--- src/rtl/core/channel_range_statistics_monitor_assert.svh ---
// Assertion macros for the channel range statistics monitor.
// Used by the top level only; no other dependencies.
`ifndef CHANNEL_RANGE_STATISTICS_MONITOR_ASSERT_SVH
`define CHANNEL_RANGE_STATISTICS_MONITOR_ASSERT_SVH

// same-cycle implication
`define CRSM_ASSERT_IMP(label, clk, rstn, cond, prop, msg) \
    label: assert property (@(posedge clk) disable iff (!rstn) (cond) |-> (prop)) \
        else $error(msg);

// next-cycle implication
`define CRSM_ASSERT_NXT(label, clk, rstn, cond, prop, msg) \
    label: assert property (@(posedge clk) disable iff (!rstn) (cond) |=> (prop)) \
        else $error(msg);

`endif

--- src/rtl/core/crsm_pkg.sv ---
// Shared types and constants of the channel range statistics monitor.
// No dependencies.
`default_nettype none
package crsm_pkg;

    localparam int SAMPLE_W   = 48;
    localparam int COUNT_W    = 32;
    localparam int FRAC       = 24;
    localparam int FRAC_CLAMP = 40;

    typedef enum logic [1:0] {
        OP_OBSERVE = 2'd0,
        OP_READ    = 2'd1,
        OP_CLEAR   = 2'd2
    } crsm_op_t;

    // one channel entry as stored in the statistics memory
    typedef struct packed {
        logic signed [SAMPLE_W-1:0] min_val;
        logic signed [SAMPLE_W-1:0] max_val;
        logic        [SAMPLE_W-1:0] abs_max;
        logic        [SAMPLE_W-1:0] step;
        logic signed [SAMPLE_W-1:0] last;
        logic        [COUNT_W-1:0]  count;
    } crsm_entry_t;

    typedef struct packed {
        logic diff_load;  // register the step difference
        logic first;      // entry not yet valid: initialize it
    } crsm_upd_ctrl_t;

endpackage
`default_nettype wire

--- src/rtl/core/crsm_update.sv ---
// Read-modify-write datapath: folds one sample into a channel entry.
// Depends on crsm_pkg.
`default_nettype none
module crsm_update (
    input  wire                         aclk,
    input  crsm_pkg::crsm_upd_ctrl_t    ctrl,
    input  wire signed [crsm_pkg::SAMPLE_W-1:0] sample,
    input  crsm_pkg::crsm_entry_t       cur,
    output crsm_pkg::crsm_entry_t       nxt
);
    import crsm_pkg::*;

    logic signed [SAMPLE_W:0]   diff_reg;
    logic        [SAMPLE_W:0]   diff_mag;
    logic        [SAMPLE_W-1:0] step_d;
    logic        [SAMPLE_W-1:0] ax;

    // first step: difference to the previous sample, registered
    always_ff @(posedge aclk) begin
        if (ctrl.diff_load) begin
            diff_reg <= {sample[SAMPLE_W-1], sample} - {cur.last[SAMPLE_W-1], cur.last};
        end
    end

    assign diff_mag = diff_reg[SAMPLE_W] ? (~diff_reg + 1'b1) : diff_reg;
    assign step_d   = diff_mag[SAMPLE_W-1:0];
    assign ax       = sample[SAMPLE_W-1] ? (~sample + 1'b1) : sample;

    // second step: compares and the new entry
    always_comb begin
        if (ctrl.first) begin
            nxt.min_val = sample;
            nxt.max_val = sample;
            nxt.abs_max = ax;
            nxt.step    = '0;
            nxt.last    = sample;
            nxt.count   = COUNT_W'(1);
        end else begin
            nxt.min_val = (sample < cur.min_val) ? sample : cur.min_val;
            nxt.max_val = (sample > cur.max_val) ? sample : cur.max_val;
            nxt.abs_max = (ax > cur.abs_max) ? ax : cur.abs_max;
            nxt.step    = cur.step;
            if (step_d != '0 && (cur.step == '0 || step_d < cur.step)) begin
                nxt.step = step_d;
            end
            nxt.last  = sample;
            nxt.count = (cur.count != '1) ? cur.count + 1'b1 : cur.count;
        end
    end

endmodule
`default_nettype wire

--- config.mk ---
export PLATFORM = sky130hd
export DESIGN_NAME = crsm_update
export DESIGN_NICKNAME = d
export VERILOG_FILES = /design/src/rtl/core/channel_range_statistics_monitor_assert.svh /design/src/rtl/core/crsm_pkg.sv /design/src/rtl/core/crsm_update.sv
export SDC_FILE = /design/constraint.sdc
export NUM_CORES = 1
export LEC_CHECK = 0
export BUFFER_PORTS_ARGS = -buffer_cell sky130_fd_sc_hd__buf_2
export CORE_AREA = 2 2 230 232
export CTS_BUF_LIST = sky130_fd_sc_hd__clkbuf_16
export CTS_CLUSTER_SIZE = 30
export DETAILED_ROUTE_END_ITERATION = 10
export DIE_AREA = 0 0 232 234
export HOLD_SLACK_MARGIN = 0.06
export SETUP_SLACK_MARGIN = 0.05
export SKIP_CTS_REPAIR_TIMING = 1
export SYNTH_ARGS = -nofsm -noshare
export SYNTH_HDL_FRONTEND = slang
export SYNTH_SLANG_ARGS = --single-unit
--- constraint.sdc ---
create_clock -name aclk -period 22.1 [get_ports aclk]
set_clock_uncertainty 0.2 [all_clocks]
set_input_delay 4.42 -clock aclk [delete_from_list [all_inputs] [get_ports aclk]]
set_output_delay 4.42 -clock aclk [all_outputs]
set_load 0.05 [all_outputs]
======== Yosys cells after proc, flatten, opt, wreduce, memory -nomap -nowiden ========
Index checks and enable logic that the tools add are counted.
word-level totals
  input bits .............................. 323
  register bits ........................... 49
operators by class
  add/subtract/negate cells ............... 4
  mux-type cells .......................... 8
  bitwise logic cells ..................... 2
  $lt $le $gt $ge ......................... 4
  equal/unequal tests ..................... 1
  reduce and logical (&&, ||, !) cells .... 4
operators with widths
  operator                 count
  $mux W48                 6
  $mux W272                1
  $add A48 B1 Y48 const B  2
  $gt A48 B48 Y1           2
  $lt A48 B48 Y1           2
  $not A48 Y48             2
  $sub A48 B48 Y49         1
  $logic_not A48 Y1        1
  $reduce_bool A48 Y1      1
  $add A32 B1 Y32 const B  1
  $mux W32                 1
  $ne A32 B32 Y1 const B   1
  $logic_and A1 B1 Y1      1
  $logic_or A1 B1 Y1       1

======== Longest topological paths before layout ========
  depth after elaboration ................. 8
  gate-level depth with buffers ........... 21
  mapped depth without buffers ............ 19

======== Worst setup path after synthesis ========
Ideal clock, no wire load.
  path type ............................... input-to-output
  from .................................... in sample[12] (netlist name)
  to ...................................... out nxt[156] (netlist name)
  data required time ...................... 17.480 ns
  arrival ................................. 9.229 ns
  path buffers ............................ 2
  slack ................................... 8.251 ns
  stages .................................. 16
  cell sequence ........................... nor4_1 > nand2_1 > nor2_1 > nand2_1 > or4_1 > or3_1 > o31ai_1 > xnor2_1 > ha_1 > nand4_1 > or4_1 > or3_1 > o21ai_0 > clkbuf_1 > buf_1 > mux2_2
RTL lines
  element             line              text
  start: declaration  crsm_update.sv:7  input wire signed [crsm_pkg::SAMPLE_W-1:0] sample,
  end: declaration    crsm_update.sv:9  output crsm_pkg::crsm_entry_t nxt

==> metrics.md <==
| Metric | Value |
|---|---|
| Inst Count DP | `3157` |
| Worst Path Arrival | `10.16 ns` |
| MaxCap Viol Count | `0` |
| Most instantiated cells after synthesis | `inv_1 (256), ha_1 (241), nor2_1 (159)` |
| Vias in the first global route | `15500` |
| Total power | `1.03 mW` |
| Top_reg_cell synth | `edfxtp_1` |
| Place WS | `7.41 ns` |
| Leakage | `9.42 nW` |
| Tcrit/Tclk final | `~67%` |
| Core area | `52000 sq um` |
| Hold Slack | `4.42 ns` |
| Fin. Hold Viols | `0` |
| Crit path time final | `14.78 ns` |
| TritonRoute pass-1 iters | `5` |
| Synth cell types | `76` |
| Mapped Area | `15200 sq um` |
| Hold path cells | `3` |
| Total gr overflow | `0` |
| Register area share after synthesis | `under 10%` |
| Ys Warns | `0` |
| Non-filler cells, final | `3169` |
| CTS root buf | `clkbuf_16` |
| Critical Setup Path Class | `in2out` |
| Number of flops mapped to enable cells by yosys | `a little under 50` |
| Slowest CP cell | `o31ai_1` |
| Final setup vio count | `0` |
| Outcome | `finished clean` |
| Layout cell share with drive strength beyond 1 | `32.4%` |
| Area contributors post-synth | `ha_1 (20%), mux2_2 (11%), edfxtp_1 (9.7%)` |
| CTS tree | `built` |
| Count leader, synth | `inv_1` |
| Synthesized netlist cell count | `roughly 2000` |
| Final WL | `between 60 and 70 mm` |
| Starting density of the core | `29.3%` |
| Flops & latches, synth | `49` |
| Hold EP | `diff_reg[0]` |
| Dpl cell area | `18500 sq um` |
| Fin. max-slew vios | `0` |
| Syn_area_per_cell | `approximately 7.7 sq um` |
| Syn Nets | `approximately 2500` |
| Max FFs per register | `49` |
| Starting DRT DRC Count | `approximately 930` |
| Pwr Density | `between 50 and 60 nW/um^2` |
| Final setup TNS | `0 ns` |
| Nets | `3041` |
| Nature of the critical path endpoint | `output port` |
| Die ar. | `54300 sq um` |
| Util after Layout | `35.9%` |
| Gr usage total | `22.5%` |
| Num ports | `a little under 600` |
| Setup ws final | `7.32 ns` |
| Total CTS buffers | `5` |
| Post-synth top area share | `19.8%` |
| Placer's final routability congestion estimate | `about 0.95` |
| Cell taking the most area after synthesis | `ha_1` |
| Critical Path RT | `approximately 17 ns` |
| Max-slew headroom | `between 20% and 30%` |
| Via Count | `16300` |
| Hold path startpoint | `cur[32]` |
| FFs w/ async S/R, synth | `0%` |
| CP peak stage delay | `0.88 ns` |
| CP Cell Sequence | `buf_2 -> inv_1 -> ha_1 -> nand3b_1 -> or2_2 -> or3_1 -> nor2_1 -> nand2_1 -> o31ai_1 -> nand2_1 -> xor2_1 -> ha_1 -> nand4_1 -> or4_1 -> or3_1 -> o21ai_4 -> buf_4 -> mux2_2 -> buf_2` |
| Htree depth | `2` |
| Antenna violations before repair | `9` |
| Startpoint types | `primary input` |
| Row count | `84` |
| Width of the die | `232 um` |
| Buffers on Ports | `~590` |
| Post-route cell area | `18700 sq um` |
| RSZ-0062 raised after global routing | `no` |
| Synth-to-Final Area Change | `22.7%` |
| # fillers | `5629` |
| Max Freq | `67.7 MHz` |
| DP Wirelength | `55.2 mm` |
| CP max FO | `48` |
| Avg WL per Cell | `~20 um` |
| Via density per instance | `5.14` |
| Max rail drop VDD | `approximately 0.039 mV` |
| Least-Margin Pin Slew | `1.07 ns` |
| DRC | `0` |
| First-pass GRT wire length | `94.1 mm` |
| Clk sink count | `49` |
| Reg clk slew, reported paths | `0.06 ns` |
| Die height | `234 um` |
| Hold Path Class | `in2reg` |
| Final ANT Viol Nets | `0` |
| Largest net degree at the start of global routing | `between 80 and 90` |
| Clock Path Buffers | `2` |
## worst max path at each step
stage / from / to / slack, ns / cells past startpoint
2_1_floorplan: sample[12] / nxt[156] / 8.25 / 16
3_3_place_gp: sample[1] / nxt[169] / 7.46 / 19
3_5_place_dp: sample[1] / nxt[169] / 7.41 / 19
4_1_cts: sample[1] / nxt[169] / 7.35 / 19
5_1_grt: sample[1] / nxt[169] / 7.09 / 19
6_report: sample[1] / nxt[130] / 7.32 / 19
## critical path: cells and delay by family
| kind | cells | cell delay [ns] |
|---|---|---|
| simple gates | 9 | 2.50 |
| fa+ha+maj | 2 | 0.54 |
| xor+xnor | 1 | 0.21 |
| mux | 1 | 0.40 |
| buf+inv | 4 | 1.10 |
| compound gates | 2 | 0.95 |
## layout by cell type, fill, tap and decap left out, drive strengths merged, types with 7 or more instances in the layout
cell,count
buf,603
inv,256
ha,241
nor2,159
mux2,145
xnor2,126
nand2,100
a21oi,98
a21o,94
o21ai,83
nand4,59
edfxtp,49
nand3,47
a211oi,42
xor2,40
nor3,39
nor4,34
o31ai,24
or3,21
nor2b,20
nand2b,20
o41ai,17
or4,15
and3,13
a22oi,12
o21bai,9
nand3b,7
## report_power, final
part | switching (mW) | internal (mW) | total (mW)
registers | 0.0248 | 0.125 | 0.149
logic | 0.545 | 0.253 | 0.798
clock network | 0.0312 | 0.0535 | 0.0847
## kinds of logic (layout without fill, tap and decap cells)
logic type / count (synthesis) / in the layout / synth area share, %
buffers and inverters: 371 / 867 / 10.7
AND/OR/NAND/NOR: 559 / 559 / 18.7
adder cells (fa/ha/maj): 242 / 242 / 19.9
other: 0 / 4 / 0
multiplexers: 151 / 151 / 11.1
AO/OA/AOI/OAI: 443 / 443 / 20.3
flip-flops: 49 / 49 / 9.67
XOR/XNOR: 166 / 166 / 9.55
## layout make-up
| cell class | count | area [sq um] | area share [%] |
|---|---|---|---|
| multi-input combinational | 1561 | 12200 | 65.1 |
| timing repair buffer | 603 | 3040 | 16.3 |
| sequential | 49 | 1470 | 7.88 |
| tap | 688 | 861 | 4.61 |
| clock inverter | 3 | 46.3 | 0.248 |
| antenna | 4 | 10.0 | 0.0536 |
| clock buffer | 5 | 125 | 0.670 |
| inverter | 256 | 961 | 5.15 |
## layer usage
layer  GRT usage [%]  part of all wire, %  up-vias
met5               0                 0.10        -
met2            39.4                   48      616
li1                -                    -     8087
met4            7.95                  3.2       10
met1            28.6                   43     7481
met3            2.54                  5.6       89
Power figures use the tool's default switching activity.
