--- src/rtl/core/channel_range_statistics_monitor_assert.svh ---
// Assertion macros for the channel range statistics monitor.
// Used by the top level only; no other dependencies.
`ifndef CHANNEL_RANGE_STATISTICS_MONITOR_ASSERT_SVH
`define CHANNEL_RANGE_STATISTICS_MONITOR_ASSERT_SVH

// same-cycle implication
`define CRSM_ASSERT_IMP(label, clk, rstn, cond, prop, msg) \
    label: assert property (@(posedge clk) disable iff (!rstn) (cond) |-> (prop)) \
        else $error(msg);

// next-cycle implication
`define CRSM_ASSERT_NXT(label, clk, rstn, cond, prop, msg) \
    label: assert property (@(posedge clk) disable iff (!rstn) (cond) |=> (prop)) \
        else $error(msg);

`endif

--- src/rtl/core/crsm_pkg.sv ---
// Shared types and constants of the channel range statistics monitor.
// No dependencies.
`default_nettype none
package crsm_pkg;

    localparam int SAMPLE_W   = 48;
    localparam int COUNT_W    = 32;
    localparam int FRAC       = 24;
    localparam int FRAC_CLAMP = 40;

    typedef enum logic [1:0] {
        OP_OBSERVE = 2'd0,
        OP_READ    = 2'd1,
        OP_CLEAR   = 2'd2
    } crsm_op_t;

    // one channel entry as stored in the statistics memory
    typedef struct packed {
        logic signed [SAMPLE_W-1:0] min_val;
        logic signed [SAMPLE_W-1:0] max_val;
        logic        [SAMPLE_W-1:0] abs_max;
        logic        [SAMPLE_W-1:0] step;
        logic signed [SAMPLE_W-1:0] last;
        logic        [COUNT_W-1:0]  count;
    } crsm_entry_t;

    typedef struct packed {
        logic diff_load;  // register the step difference
        logic first;      // entry not yet valid: initialize it
    } crsm_upd_ctrl_t;

endpackage
`default_nettype wire

--- src/rtl/core/crsm_bits.sv ---
// Bit-width estimator: integer and fraction bits from largest magnitude and smallest step.
// Depends on crsm_pkg.
`default_nettype none
module crsm_bits (
    input  wire                          aclk,
    input  wire                          load,
    input  wire [crsm_pkg::SAMPLE_W-1:0] abs_max,
    input  wire [crsm_pkg::SAMPLE_W-1:0] step,
    output logic [5:0]                   int_width,
    output logic [5:0]                   frac_width,
    output logic [6:0]                   width_sum
);
    import crsm_pkg::*;

    localparam logic [SAMPLE_W:0] FRAC_ONE_M1 = (SAMPLE_W+1)'((64'd1 << FRAC) - 64'd1);

    logic              a_zero_reg;
    logic [SAMPLE_W:0] a_m1_reg;
    logic [SAMPLE_W-1:0] step_reg;
    logic [6:0]        a_len;
    logic [6:0]        d_len;
    logic signed [7:0] fb_raw;

    function automatic logic [6:0] bit_len(input logic [SAMPLE_W:0] x);
        logic [6:0] n;
        n = '0;
        for (int i = 0; i <= SAMPLE_W; i++) begin
            if (x[i]) begin
                n = 7'(i + 1);
            end
        end
        return n;
    endfunction

    // ceil(log2(a + 2^FRAC)) is the bit length of a + 2^FRAC - 1
    always_ff @(posedge aclk) begin
        if (load) begin
            a_zero_reg <= (abs_max == '0);
            a_m1_reg   <= {1'b0, abs_max} + FRAC_ONE_M1;
            step_reg   <= step;
        end
    end

    assign a_len  = bit_len(a_m1_reg);
    assign d_len  = bit_len({1'b0, step_reg});
    assign fb_raw = 8'(FRAC) + 8'sd1 - signed'({1'b0, d_len});

    always_comb begin
        int_width = a_zero_reg ? 6'd1 : 6'(a_len - 7'(FRAC) + 7'd1);
        if (step_reg == '0 || fb_raw < 0) begin
            frac_width = '0;
        end else if (fb_raw > 8'(FRAC_CLAMP)) begin
            frac_width = 6'(FRAC_CLAMP);
        end else begin
            frac_width = 6'(fb_raw);
        end
        width_sum = {1'b0, int_width} + {1'b0, frac_width};
    end

endmodule
`default_nettype wire

--- config.mk ---
export PLATFORM = sky130hd
export DESIGN_NAME = crsm_bits
export DESIGN_NICKNAME = d
export VERILOG_FILES = /design/src/rtl/core/channel_range_statistics_monitor_assert.svh /design/src/rtl/core/crsm_pkg.sv /design/src/rtl/core/crsm_bits.sv
export SDC_FILE = /design/constraint.sdc
export NUM_CORES = 1
export LEC_CHECK = 0
export BUFFER_PORTS_ARGS = -buffer_cell sky130_fd_sc_hd__buf_2
export CELL_PAD_IN_SITES_DETAIL_PLACEMENT = 0
export CELL_PAD_IN_SITES_GLOBAL_PLACEMENT = 1
export CORE_MARGIN = 3
export CORE_UTILIZATION = 30
export CTS_CLUSTER_SIZE = 40
export DETAILED_ROUTE_END_ITERATION = 7
export PLACE_DENSITY = 0.65
export SLEW_MARGIN = 10
export SYNTH_ARGS = -nofsm -noshare
export SYNTH_HDL_FRONTEND = slang
export SYNTH_SLANG_ARGS = --single-unit
--- constraint.sdc ---
create_clock -name aclk -period 4.2 [get_ports aclk]
set_input_delay 0.42 -clock aclk [delete_from_list [all_inputs] [get_ports aclk]]
set_output_delay 0.42 -clock aclk [all_outputs]
set_load 0.05 [all_outputs]
After elaboration in Yosys (flattened, before gate mapping)
Index checks and enable logic that the tools add are counted.
- flip-flop bits (word level): 98
- bits in latches: 0
- bits in writable memories: 0
- ROM bits: 0
- input port bits: 98
- output and inout bits: 19
- logic and storage cells: 113
- memories: 0
- $add $sub $neg: 5
- $mul: 0
- div/mod/pow operators: 0
- $lt $le $gt $ge: 2
- equality and inequality tests: 0
- shift-type cells: 0
- multiplexer cells: 100
- bitwise operators: 0
- reduce and logical (&&, ||, !) cells: 3
- operator list (operator ; count):
    2-to-1 mux 7 bit ; 47
    2-to-1 mux 6 bit ; 50
    zero test 48 bit ; 2
    adder 48 x 24 -> 49 bit, second input constant ; 1
    > comparator 8 x 7 -> 1 bit, second input constant ; 1
    less-than comparator 8 x 1 -> 1 bit, second input constant ; 1
    subtractor 5 x 7 -> 8 bit, first input constant ; 1
    adder 6 x 6 -> 7 bit ; 1
    adder 6 x 1 -> 6 bit, second input constant ; 1
    subtractor 6 x 5 -> 6 bit, second input constant ; 1
    2-to-1 mux 1 bit ; 2
    2-to-1 mux 2 bit ; 1
    logical OR 1 bit ; 1

Depth between registers and ports, before layout
Gate-level depths: netlist (run 1).
- depth in word-level cells: 53
- depth in mapped cells: 18
- depth with buffers taken out: 18

Worst setup path after synthesis (run 1)
OpenSTA, ideal clock, no wires.
- path type: reg2out
- start: register step_reg[22]
- end: output port width_sum[4]
- data arrival time: 4.874 ns
- required time: 3.780 ns
- setup slack: -1.094 ns
- cell stages (with the launch flop): 17
- path buffers: 0
- path through: edfxtp_1 nor4_1 o311ai_0 a21oi_1 o21ai_0 a311oi_1 or2_2 ha_1 nand2b_1 o2111ai_1 a221oi_1 ha_1 fa_1 a21oi_1 nor2_1 nor2_1 xnor2_1
- word-level cells in the longest chain between the ends: 31
- elaborated cells between the ends (all ways): 34
- those cells by class: add/sub: 2; order compare: 2; mux: 28; reduce/logical: 2
- RTL lines (element ; line ; source):
    start, declared ; crsm_bits.sv:19 ; logic [SAMPLE_W-1:0] step_reg;
    start signal, assigned ; crsm_bits.sv:40 ; step_reg <= step;
    2-to-1 mux 7 bit (26 in series) ; crsm_bits.sv:28 ; if (x[i]) begin
    subtractor 5 x 7 -> 8 bit ; crsm_bits.sv:46 ; assign fb_raw = 8'(FRAC) + 8'sd1 - signed'({1'b0, d_len});
    > comparator 8 x 7 -> 1 bit or less-than comparator 8 x 1 -> 1 bit (tied branches) ; crsm_bits.sv:52, crsm_bits.sv:50 ;
    2-to-1 mux 6 bit or logical OR 1 bit (tied branches) ; crsm_bits.sv:52, crsm_bits.sv:50 ;
    2-to-1 mux 6 bit (*) ; crsm_bits.sv:50 ; if (step_reg == '0 || fb_raw < 0) begin
    net frac_width[0] ; crsm_bits.sv:10 ; output logic [5:0] frac_width,
    adder 6 x 6 -> 7 bit (*) ; crsm_bits.sv:57 ; width_sum = {1'b0, int_width} + {1'b0, frac_width};
    end, declared ; crsm_bits.sv:11 ; output logic [6:0] width_sum
Mark *: on every way through the listed nets, which the timed path passes. The rest lies on a longest branch.

Final worst setup path (run 1)
- start: register step_reg[15]
- end: output port width_sum[6]
- word-level cells in the longest chain between the ends: 38
- elaborated cells between the ends (all ways): 41
- those cells by class: add/sub: 2; order compare: 2; mux: 35; reduce/logical: 2
- RTL lines (element ; line):
    2-to-1 mux 7 bit (33 in series) ; crsm_bits.sv:28
    subtractor 5 x 7 -> 8 bit ; crsm_bits.sv:46
    > comparator 8 x 7 -> 1 bit or less-than comparator 8 x 1 -> 1 bit (tied branches) ; crsm_bits.sv:52, crsm_bits.sv:50
    2-to-1 mux 6 bit or logical OR 1 bit (tied branches) ; crsm_bits.sv:52, crsm_bits.sv:50
    2-to-1 mux 6 bit (*) ; crsm_bits.sv:50
    adder 6 x 6 -> 7 bit (*) ; crsm_bits.sv:57
Mark *: on every way between the ends. The rest lies on a longest branch, timed or not.

==> results of run 1 <==
-- what timing repair did --
item | 4_1_cts | 5_1_grt
hold buffers | 0 | 0
setup endpoints to repair | 6 | 6
buffers inserted | 9 | 2
pin swaps | 26 | 12
resized for setup | 23 | 8
-- through the flow --
stage               TNS, ns   util
global placement          0  0.380
finish               -0.317  0.408
CTS                  -0.369  0.405
global route         -0.904  0.408
detailed placement   -0.105  0.380
floorplan                 0      -
-- worst max-delay path: cells and delay by family (launching register included) --
kind | cells | cell delay [ns]
AND/OR/NAND/NOR | 7 | 1.20
flip-flops | 1 | 0.44
buffers and inverters | 3 | 0.45
AO/OA/AOI/OAI | 8 | 0.93
adder cells (fa/ha/maj) | 2 | 0.52
-- cell families after synthesis --
logic type | after synthesis | synth area share
AOI/OAI and AO/OA | 95 | 0.118
DFF | 98 | 0.539
xor gates and xnor gates | 48 | 0.0770
adders and majority gates | 10 | 0.0243
muxes | 1 | 0.00206
and+or+nand+nor | 223 | 0.219
buffers and inverters | 26 | 0.0195
-- how the worst min path moves through the flow --
stage | startpoint | slack [ns] | endpoint | depth (start not counted)
floorplan | step[0] | 0.52 | step_reg[0] | 0
global placement | step[20] | 0.60 | step_reg[20] | 1
detailed placement | step[10] | 0.60 | step_reg[10] | 1
CTS | step[38] | 0.23 | step_reg[38] | 1
global route | step[31] | 0.23 | step_reg[31] | 1
finish | step[38] | 0.25 | step_reg[38] | 1
-- cell type report --
| class | instances | area, sq um |
|---|---|---|
| flip-flops and latches | 98 | 2940 |
| clock inverters | 3 | 17.5 |
| fillers | 1728 | 10400 |
| clock buffers | 12 | 236 |
| multi-input cells | 377 | 2720 |
| well taps | 225 | 282 |
| inverters | 23 | 86.3 |
| repair buffers | 147 | 863 |
-- power groups by stage --
stage	combinational [mW]	sequential (mW)	clock (mW)
CTS	0.330	1.24	0.754
finish	0.333	1.24	0.725
detailed placement	0.311	1.26	0
global placement	0.309	1.26	0
global route	0.367	1.26	0.795
floorplan	0.170	1.24	0
-- cell usage in the layout (no fill, tap or decap), types with 6 or more instances in the layout --
cell                        netlist  final
sky130_fd_sc_hd__clkbuf_16        0      9
sky130_fd_sc_hd__inv_1           23     23
sky130_fd_sc_hd__nand2b_1         9      7
sky130_fd_sc_hd__nor3_1          26     26
sky130_fd_sc_hd__nand3_1         11     11
sky130_fd_sc_hd__a21oi_1         28     22
sky130_fd_sc_hd__nor4_1          32     30
sky130_fd_sc_hd__xnor2_1         30     27
sky130_fd_sc_hd__xor2_1          18     16
sky130_fd_sc_hd__o21bai_1         6      6
sky130_fd_sc_hd__buf_2            1    110
sky130_fd_sc_hd__nand4_1          8      8
sky130_fd_sc_hd__edfxtp_1        98     98
sky130_fd_sc_hd__nand2_1         31     31
sky130_fd_sc_hd__buf_4            0     31
sky130_fd_sc_hd__o31ai_1          7      7
sky130_fd_sc_hd__o21ai_0         15     12
sky130_fd_sc_hd__nor2_1          56     53
sky130_fd_sc_hd__or4_1           11     10
sky130_fd_sc_hd__or3_1            7      6
sky130_fd_sc_hd__and3_1           6      6
-- per-layer routing --
metal  part of all wire  vias up  wire length [um]  track usage
met5            0.00092        -                13            0
met4              0.018        2               248       0.0474
met3              0.044       21               616       0.0319
met2               0.50       99              7050        0.251
met1               0.44     2087              6150        0.175
li1                   -     2254                 -            -
==> insert_results.sql, run 1 <==
INSERT INTO impl_metrics (metric_group, metric, value, unit) VALUES
('timing', 'slew-limit-headroom', '0.430', ''),
('timing', 'finalSetupViolations', '3', ''),
('pwr', 'power_frac_clock', '0.315', ''),
('outcome', 'run_status', 'finished, violations left', ''),
('synthesis', 'synth_fp_nets', '609', ''),
('detailed_routing', 'detail_route.iter0.violations', '213', ''),
('timing', 'transition_time_at_the_pin_with_the_least_slew_margin', '0.855', 'ns'),
('floorplan', 'die_width', '141', 'um'),
('place', 'placed_cells', '862', ''),
('synthesis', 'synth_sequential_area_ratio', '0.539', ''),
('critical_path', 'worst-setup-path-type', 'reg -> out', ''),
('synthesis', 'flip_flop_and_latch_count_after_synthesis', '98', ''),
('place', 'port-buffer-count', '116', ''),
('synthesis', 'synth_area_per_cell', '10.9', 'sq um'),
('critical_path', 'critPathLaunch', 'step_reg[15]', ''),
('clock_network', 'cts-root-to-sink-buffers', '2', ''),
('timing', 'worst_slack', '-0.122', 'ns'),
('pwr', 'vdd.ir_drop.worst', '152', 'uV'),
('synthesis', 'asyncSetResetFlopFracSynth', '0', ''),
('final_layout', 'nNetsFinal', '764', ''),
('worst_hold_path', 'timing.hold.worst.class', 'in -> reg', ''),
('job', 'timing.max_cap.violations', '0', ''),
('place', 'dpl.hpwl', '11100', 'um'),
('floorplan', 'boundary_pin_count', '117', ''),
('critical_path', 'crit_end', 'width_sum[6]', ''),
('floorplan', 'initial_core_utilization', '0.311', ''),
('detailed_routing', 'via_count', '4463', ''),
('synthesis', 'yosys-top-cells-count', 'sky130_fd_sc_hd__edfxtp_1 (98), sky130_fd_sc_hd__nor2_1 (56), sky130_fd_sc_hd__nor4_1 (32), sky130_fd_sc_hd__nand2_1 (31), sky130_fd_sc_hd__xnor2_1 (30)', ''),
('place', 'post_dp_cell_area', '6670', 'sq um'),
('synthesis', 'mappedNetlistArea', '5460', 'sq um'),
('critical_path', 'cp_data_arrival_time', '3.90', 'ns'),
('global_routing', 'grt_overflow', '0', ''),
('synthesis', 'post-synth-top-count-cell', 'sky130_fd_sc_hd__edfxtp_1', ''),
('final_layout', 'antenna-diode-count', '0', ''),
('critical_path', 'cpMostUsedCell', 'sky130_fd_sc_hd__a21oi_2', ''),
('timing', 'finalHoldWorstSlack', '0.249', 'ns'),
('clock_network', 'clk_transition_reported_paths', '0.06', 'ns'),
('synthesis', 'edff_count_synth', '98', ''),
('floorplan', 'die_area', '19800', 'sq um'),
('global_routing', 'grt_first_pass_wirelength', '22700', 'um'),
('pwr', 'power', '2.30', 'mW'),
('synthesis', 'dominantRegCellSynth', 'sky130_fd_sc_hd__edfxtp_1', ''),
('outcome', 'violations', 'negative setup slack', ''),
('timing', 'final_max_slew_viol_count', '0', ''),
('detailed_routing', 'firstDrtPassIters', '4', ''),
('pwr', 'power.internal', '1.71', 'mW'),
('critical_path', 'slowest_delay', '0.51', 'ns'),
('global_routing', 'global_route_usage_sum', '0.143', ''),
('critical_path', 'critical-path-slowest-cell', 'sky130_fd_sc_hd__or4_4', ''),
('timing', 'post-route-min-period', '4.32', 'ns'),
('clock_network', 'clock_sink_count', '98', ''),
('detailed_routing', 'viasPerCell', '5.04', ''),
('global_routing', 'first_global_vias', '4522', ''),
('pwr', 'power_frac_comb', '0.145', ''),
('final_layout', 'layout-area-overhead-vs-synth', '31.0', '%'),
('detailed_routing', 'post_drt_wl_per_cell', '15.9', 'um'),
('final_layout', 'flip_flop_count_of_the_largest_register_after_layout', '49', ''),
('floorplan', 'placementRows', '48', ''),
('detailed_routing', 'wl', '14100', 'um'),
('synthesis', 'post_syn_instances', '501', ''),
('clock_network', 'cts_root_buffer', 'sky130_fd_sc_hd__clkbuf_16', ''),
('critical_path', 'crit_required', '3.78', 'ns'),
('clock_network', 'ctsHtreeMaxLevel', '3', ''),
('timing', 'grt_setup_unrepaired', 'true', ''),
('final_layout', 'final_layout_size_suffix_gt1_frac', '0.317', ''),
('critical_path', 'critical_path.max_fanout', '4', ''),
('pwr', 'leakage', '2.64', 'nW'),
('global_routing', 'grt_start_max_net_pins', '69', ''),
('place', 'place_ws', '-0.0697', 'ns'),
('critical_path', 'timing.critical_path.to_type', 'output port', ''),
('synthesis', 'synth_largest_type_area_fraction', '0.539', '');
No activity file was read; power rests on OpenSTA's default activity.
==> inputs of run 2 (changes only) <==
--- a/config.mk
+++ b/config.mk
@@ -8,7 +8,7 @@
 export BUFFER_PORTS_ARGS = -buffer_cell sky130_fd_sc_hd__buf_2
 export CELL_PAD_IN_SITES_DETAIL_PLACEMENT = 0
 export CELL_PAD_IN_SITES_GLOBAL_PLACEMENT = 1
-export CORE_MARGIN = 3
+export CORE_MARGIN = 1.5
 export CORE_UTILIZATION = 30
 export CTS_CLUSTER_SIZE = 40
 export DETAILED_ROUTE_END_ITERATION = 7
==> run 2 against run 1 <==
  * The flow still finishes with violations (negative setup slack)
  * Clock power is 11% higher
  * Via count is 1.7% higher
  * Design area is 3.2% higher
  * Total power is 4.8% higher
  * Final cell count is 2.1% higher
  * First-iteration DRC count is 6.6% lower
  * Critical endpoint unchanged
  * Highest routed layer is now met4
==> insert_results.sql, run 2 (synthesis results as in run 1) <==
INSERT INTO impl_metrics (metric_group, metric, value, unit) VALUES
('outcome', 'run_status', 'finished, violations left', ''),
('outcome', 'violations', 'negative setup slack', ''),
('place', 'place_ws', '-0.0437', 'ns'),
('final_layout', 'final-instance-count-excl-fill', '904', ''),
('worst_hold_path', 'timing.hold.worst.class', 'in -> reg', ''),
('timing', 'max_fclk', '232', 'MHz'),
('final_layout', 'layout.cells.most_common', 'sky130_fd_sc_hd__buf_2', ''),
('detailed_routing', 'detail_route.iter0.violations', '199', ''),
('final_layout', 'layout.cells.most_common_list', 'sky130_fd_sc_hd__buf_2 (109), sky130_fd_sc_hd__edfxtp_1 (98), sky130_fd_sc_hd__nor2_1 (53)', ''),
('global_routing', 'grt_start_max_net_pins', '65', ''),
('place', 'finalWeightedCongestion', '0.842', ''),
('job', 'timing.max_cap.violations', '0', ''),
('timing', 'worst_slack', '-0.103', 'ns'),
('timing', 'transition_time_at_the_pin_with_the_least_slew_margin', '0.799', 'ns'),
('timing', 'slew-limit-headroom', '0.467', ''),
('place', 'port-buffer-count', '116', ''),
('clock_network', 'clock_sink_count', '98', ''),
('pwr', 'power', '2.41', 'mW'),
('timing', 'count_of_final_hold_check_violations', '0', ''),
('floorplan', 'die_height', '138', 'um'),
('detailed_routing', 'drc_errors', '0', ''),
('timing', 'grt_setup_unrepaired', 'true', ''),
('timing', 'period_share', '1.02', ''),
('global_routing', 'global_route_usage_sum', '0.153', ''),
('floorplan', 'die_width', '138', 'um'),
('pwr', 'power_frac_clock', '0.334', ''),
('final_layout', 'nNetsFinal', '779', ''),
('critical_path', 'start_kind', 'register', ''),
('place', 'placed_cells', '870', ''),
('global_routing', 'grt_first_pass_wirelength', '22000', 'um'),
('detailed_routing', 'via_count', '4541', ''),
('global_routing', 'grt_antenna_before_repair', '0', ''),
('pwr', 'switching_portion_of_total_power', '0.257', ''),
('timing', 'post-route-min-period', '4.30', 'ns'),
('floorplan', 'placementRows', '49', ''),
('critical_path', 'critical_path.max_fanout', '3', ''),
('pwr', 'vdd.ir_drop.worst', '154', 'uV'),
('final_layout', 'layout-area-overhead-vs-synth', '35.2', '%'),
('detailed_routing', 'firstDrtPassIters', '4', ''),
('timing', 'tns', '-0.343', 'ns'),
('floorplan', 'die_area', '19000', 'sq um'),
('pwr', 'power_frac_comb', '0.150', ''),
('critical_path', 'timing.critical_path.to_type', 'output port', ''),
('final_layout', 'antenna-diode-count', '0', ''),
('critical_path', 'worst-setup-path-type', 'reg -> out', ''),
('clock_network', 'cts-root-to-sink-buffers', '2', ''),
('detailed_routing', 'drtAntennaViolNets', '0', ''),
('pwr', 'power.switching', '0.620', 'mW'),
('global_routing', 'grt_overflow', '0', ''),
('detailed_routing', 'wl', '14300', 'um'),
('clock_network', 'cts_tree', 'built', ''),
('timing', 'finalSetupViolations', '4', ''),
('clock_network', 'ctsHoldBuffers', '0', ''),
('critical_path', 'crit_required', '3.78', 'ns'),
('timing', 'final_max_slew_viol_count', '0', ''),
('pwr', 'leakage', '2.73', 'nW'),
('final_layout', 'flip_flop_count_of_the_largest_register_after_layout', '49', ''),
('global_routing', 'first_global_vias', '4454', ''),
('clock_network', 'cts_root_buffer', 'sky130_fd_sc_hd__clkbuf_16', ''),
('clock_network', 'clk_transition_reported_paths', '0.07', 'ns'),
('detailed_routing', 'post_drt_wl_per_cell', '15.8', 'um'),
('floorplan', 'core_region_area', '17900', 'sq um'),
('pwr', 'power.internal', '1.79', 'mW'),
('pwr', 'p_seq_frac', '0.516', ''),
('floorplan', 'initial_core_utilization', '0.305', ''),
('clock_network', 'ctsHtreeMaxLevel', '3', ''),
('detailed_routing', 'viasPerCell', '5.02', ''),
('pwr', 'ratio_of_total_power_to_cell_area', '327', 'nW/um^2'),
('floorplan', 'boundary_pin_count', '117', ''),
('final_layout', 'final_layout_size_suffix_gt1_frac', '0.350', ''),
('critical_path', 'cp_data_arrival_time', '3.88', 'ns'),
('place', 'dpl.hpwl', '11200', 'um'),
('clock_network', 'cts_inserted_buffers', '9', '');
-- run 2: changes by cell type in the layout (fill, tap and decap cells not counted), moves of 2 or more --
cell                       before  now
sky130_fd_sc_hd__a21oi_2        4    6
sky130_fd_sc_hd__o31ai_2        0    2
sky130_fd_sc_hd__buf_6          4    8
sky130_fd_sc_hd__o31ai_1        7    5
sky130_fd_sc_hd__a21oi_1       22   20
sky130_fd_sc_hd__nor4_4         0    2
sky130_fd_sc_hd__nor4_1        30   27
sky130_fd_sc_hd__buf_4         31   44
sky130_fd_sc_hd__clkbuf_1       3    1
-- run 2: area by class of cell --
| type | instances | area, sq um |
|---|---|---|
| clock inverter | 5 | 53.8 |
| multi-input combinational | 377 | 2800 |
| tap | 229 | 287 |
| inverter | 23 | 86.3 |
| timing repair buffer | 162 | 981 |
| clock buffer | 10 | 229 |
| sequential | 98 | 2940 |
| fill | 1727 | 10500 |
-- run 2: power groups by stage --
| stage | Sequential (mW) | Clock, mW | Combinational [mW] |
|---|---|---|---|
| floorplan | 1.24 | 0 | 0.170 |
| global placement | 1.26 | 0 | 0.315 |
| detailed placement | 1.26 | 0 | 0.318 |
| CTS | 1.24 | 0.833 | 0.342 |
| global route | 1.26 | 0.876 | 0.394 |
| finish | 1.25 | 0.805 | 0.361 |
-- run 2: metal layers --
layer	vias to the layer above	GRT usage	share of wire
li1	2274	-	-
met1	2142	0.177	0.44
met2	111	0.274	0.51
met3	14	0.0340	0.037
met4	0	0.0619	0.014
met5	-	0	0
-- run 2: worst paths after layout --
kind	from	end	slack [ns]	cells after the start
worst min-delay path	step[21]	step_reg[21]	0.25	1
worst max-delay path	step_reg[12]	width_sum[6]	-0.10	19
-- run 2: stage by stage --
step                utilization  hold WS [ns]  area (sq um)
finish                    0.412         0.246          7380
global route              0.412         0.219          7380
CTS                       0.401         0.224          7180
detailed placement        0.374         0.598          6700
global placement          0.374         0.599          6700
floorplan                     -         0.519          5650
-- run 2: critical path, stage by stage (launching register included) --
cell	delay, ns
sky130_fd_sc_hd__edfxtp_1	0.40
sky130_fd_sc_hd__or4_4	0.54
sky130_fd_sc_hd__a21oi_2	0.14
sky130_fd_sc_hd__a21oi_2	0.07
sky130_fd_sc_hd__o21ai_2	0.18
sky130_fd_sc_hd__a311oi_2	0.13
sky130_fd_sc_hd__or2_4	0.26
sky130_fd_sc_hd__ha_4	0.16
sky130_fd_sc_hd__nand2b_4	0.14
sky130_fd_sc_hd__o2111ai_4	0.11
sky130_fd_sc_hd__a221oi_4	0.12
sky130_fd_sc_hd__ha_2	0.20
sky130_fd_sc_hd__fa_2	0.36
sky130_fd_sc_hd__a21oi_2	0.14
sky130_fd_sc_hd__nor2_1	0.05
sky130_fd_sc_hd__nor2_2	0.09
sky130_fd_sc_hd__nor2b_1	0.06
sky130_fd_sc_hd__o21ai_2	0.16
sky130_fd_sc_hd__nand2b_4	0.07
sky130_fd_sc_hd__buf_8	0.14
-- run 2: what timing repair did --
action,CTS,global route
setup endpoints to repair,6,6
endpoints found under the hold margin,0,0
gates resized for setup,23,28
setup buffers,13,8
pin swaps,24,16
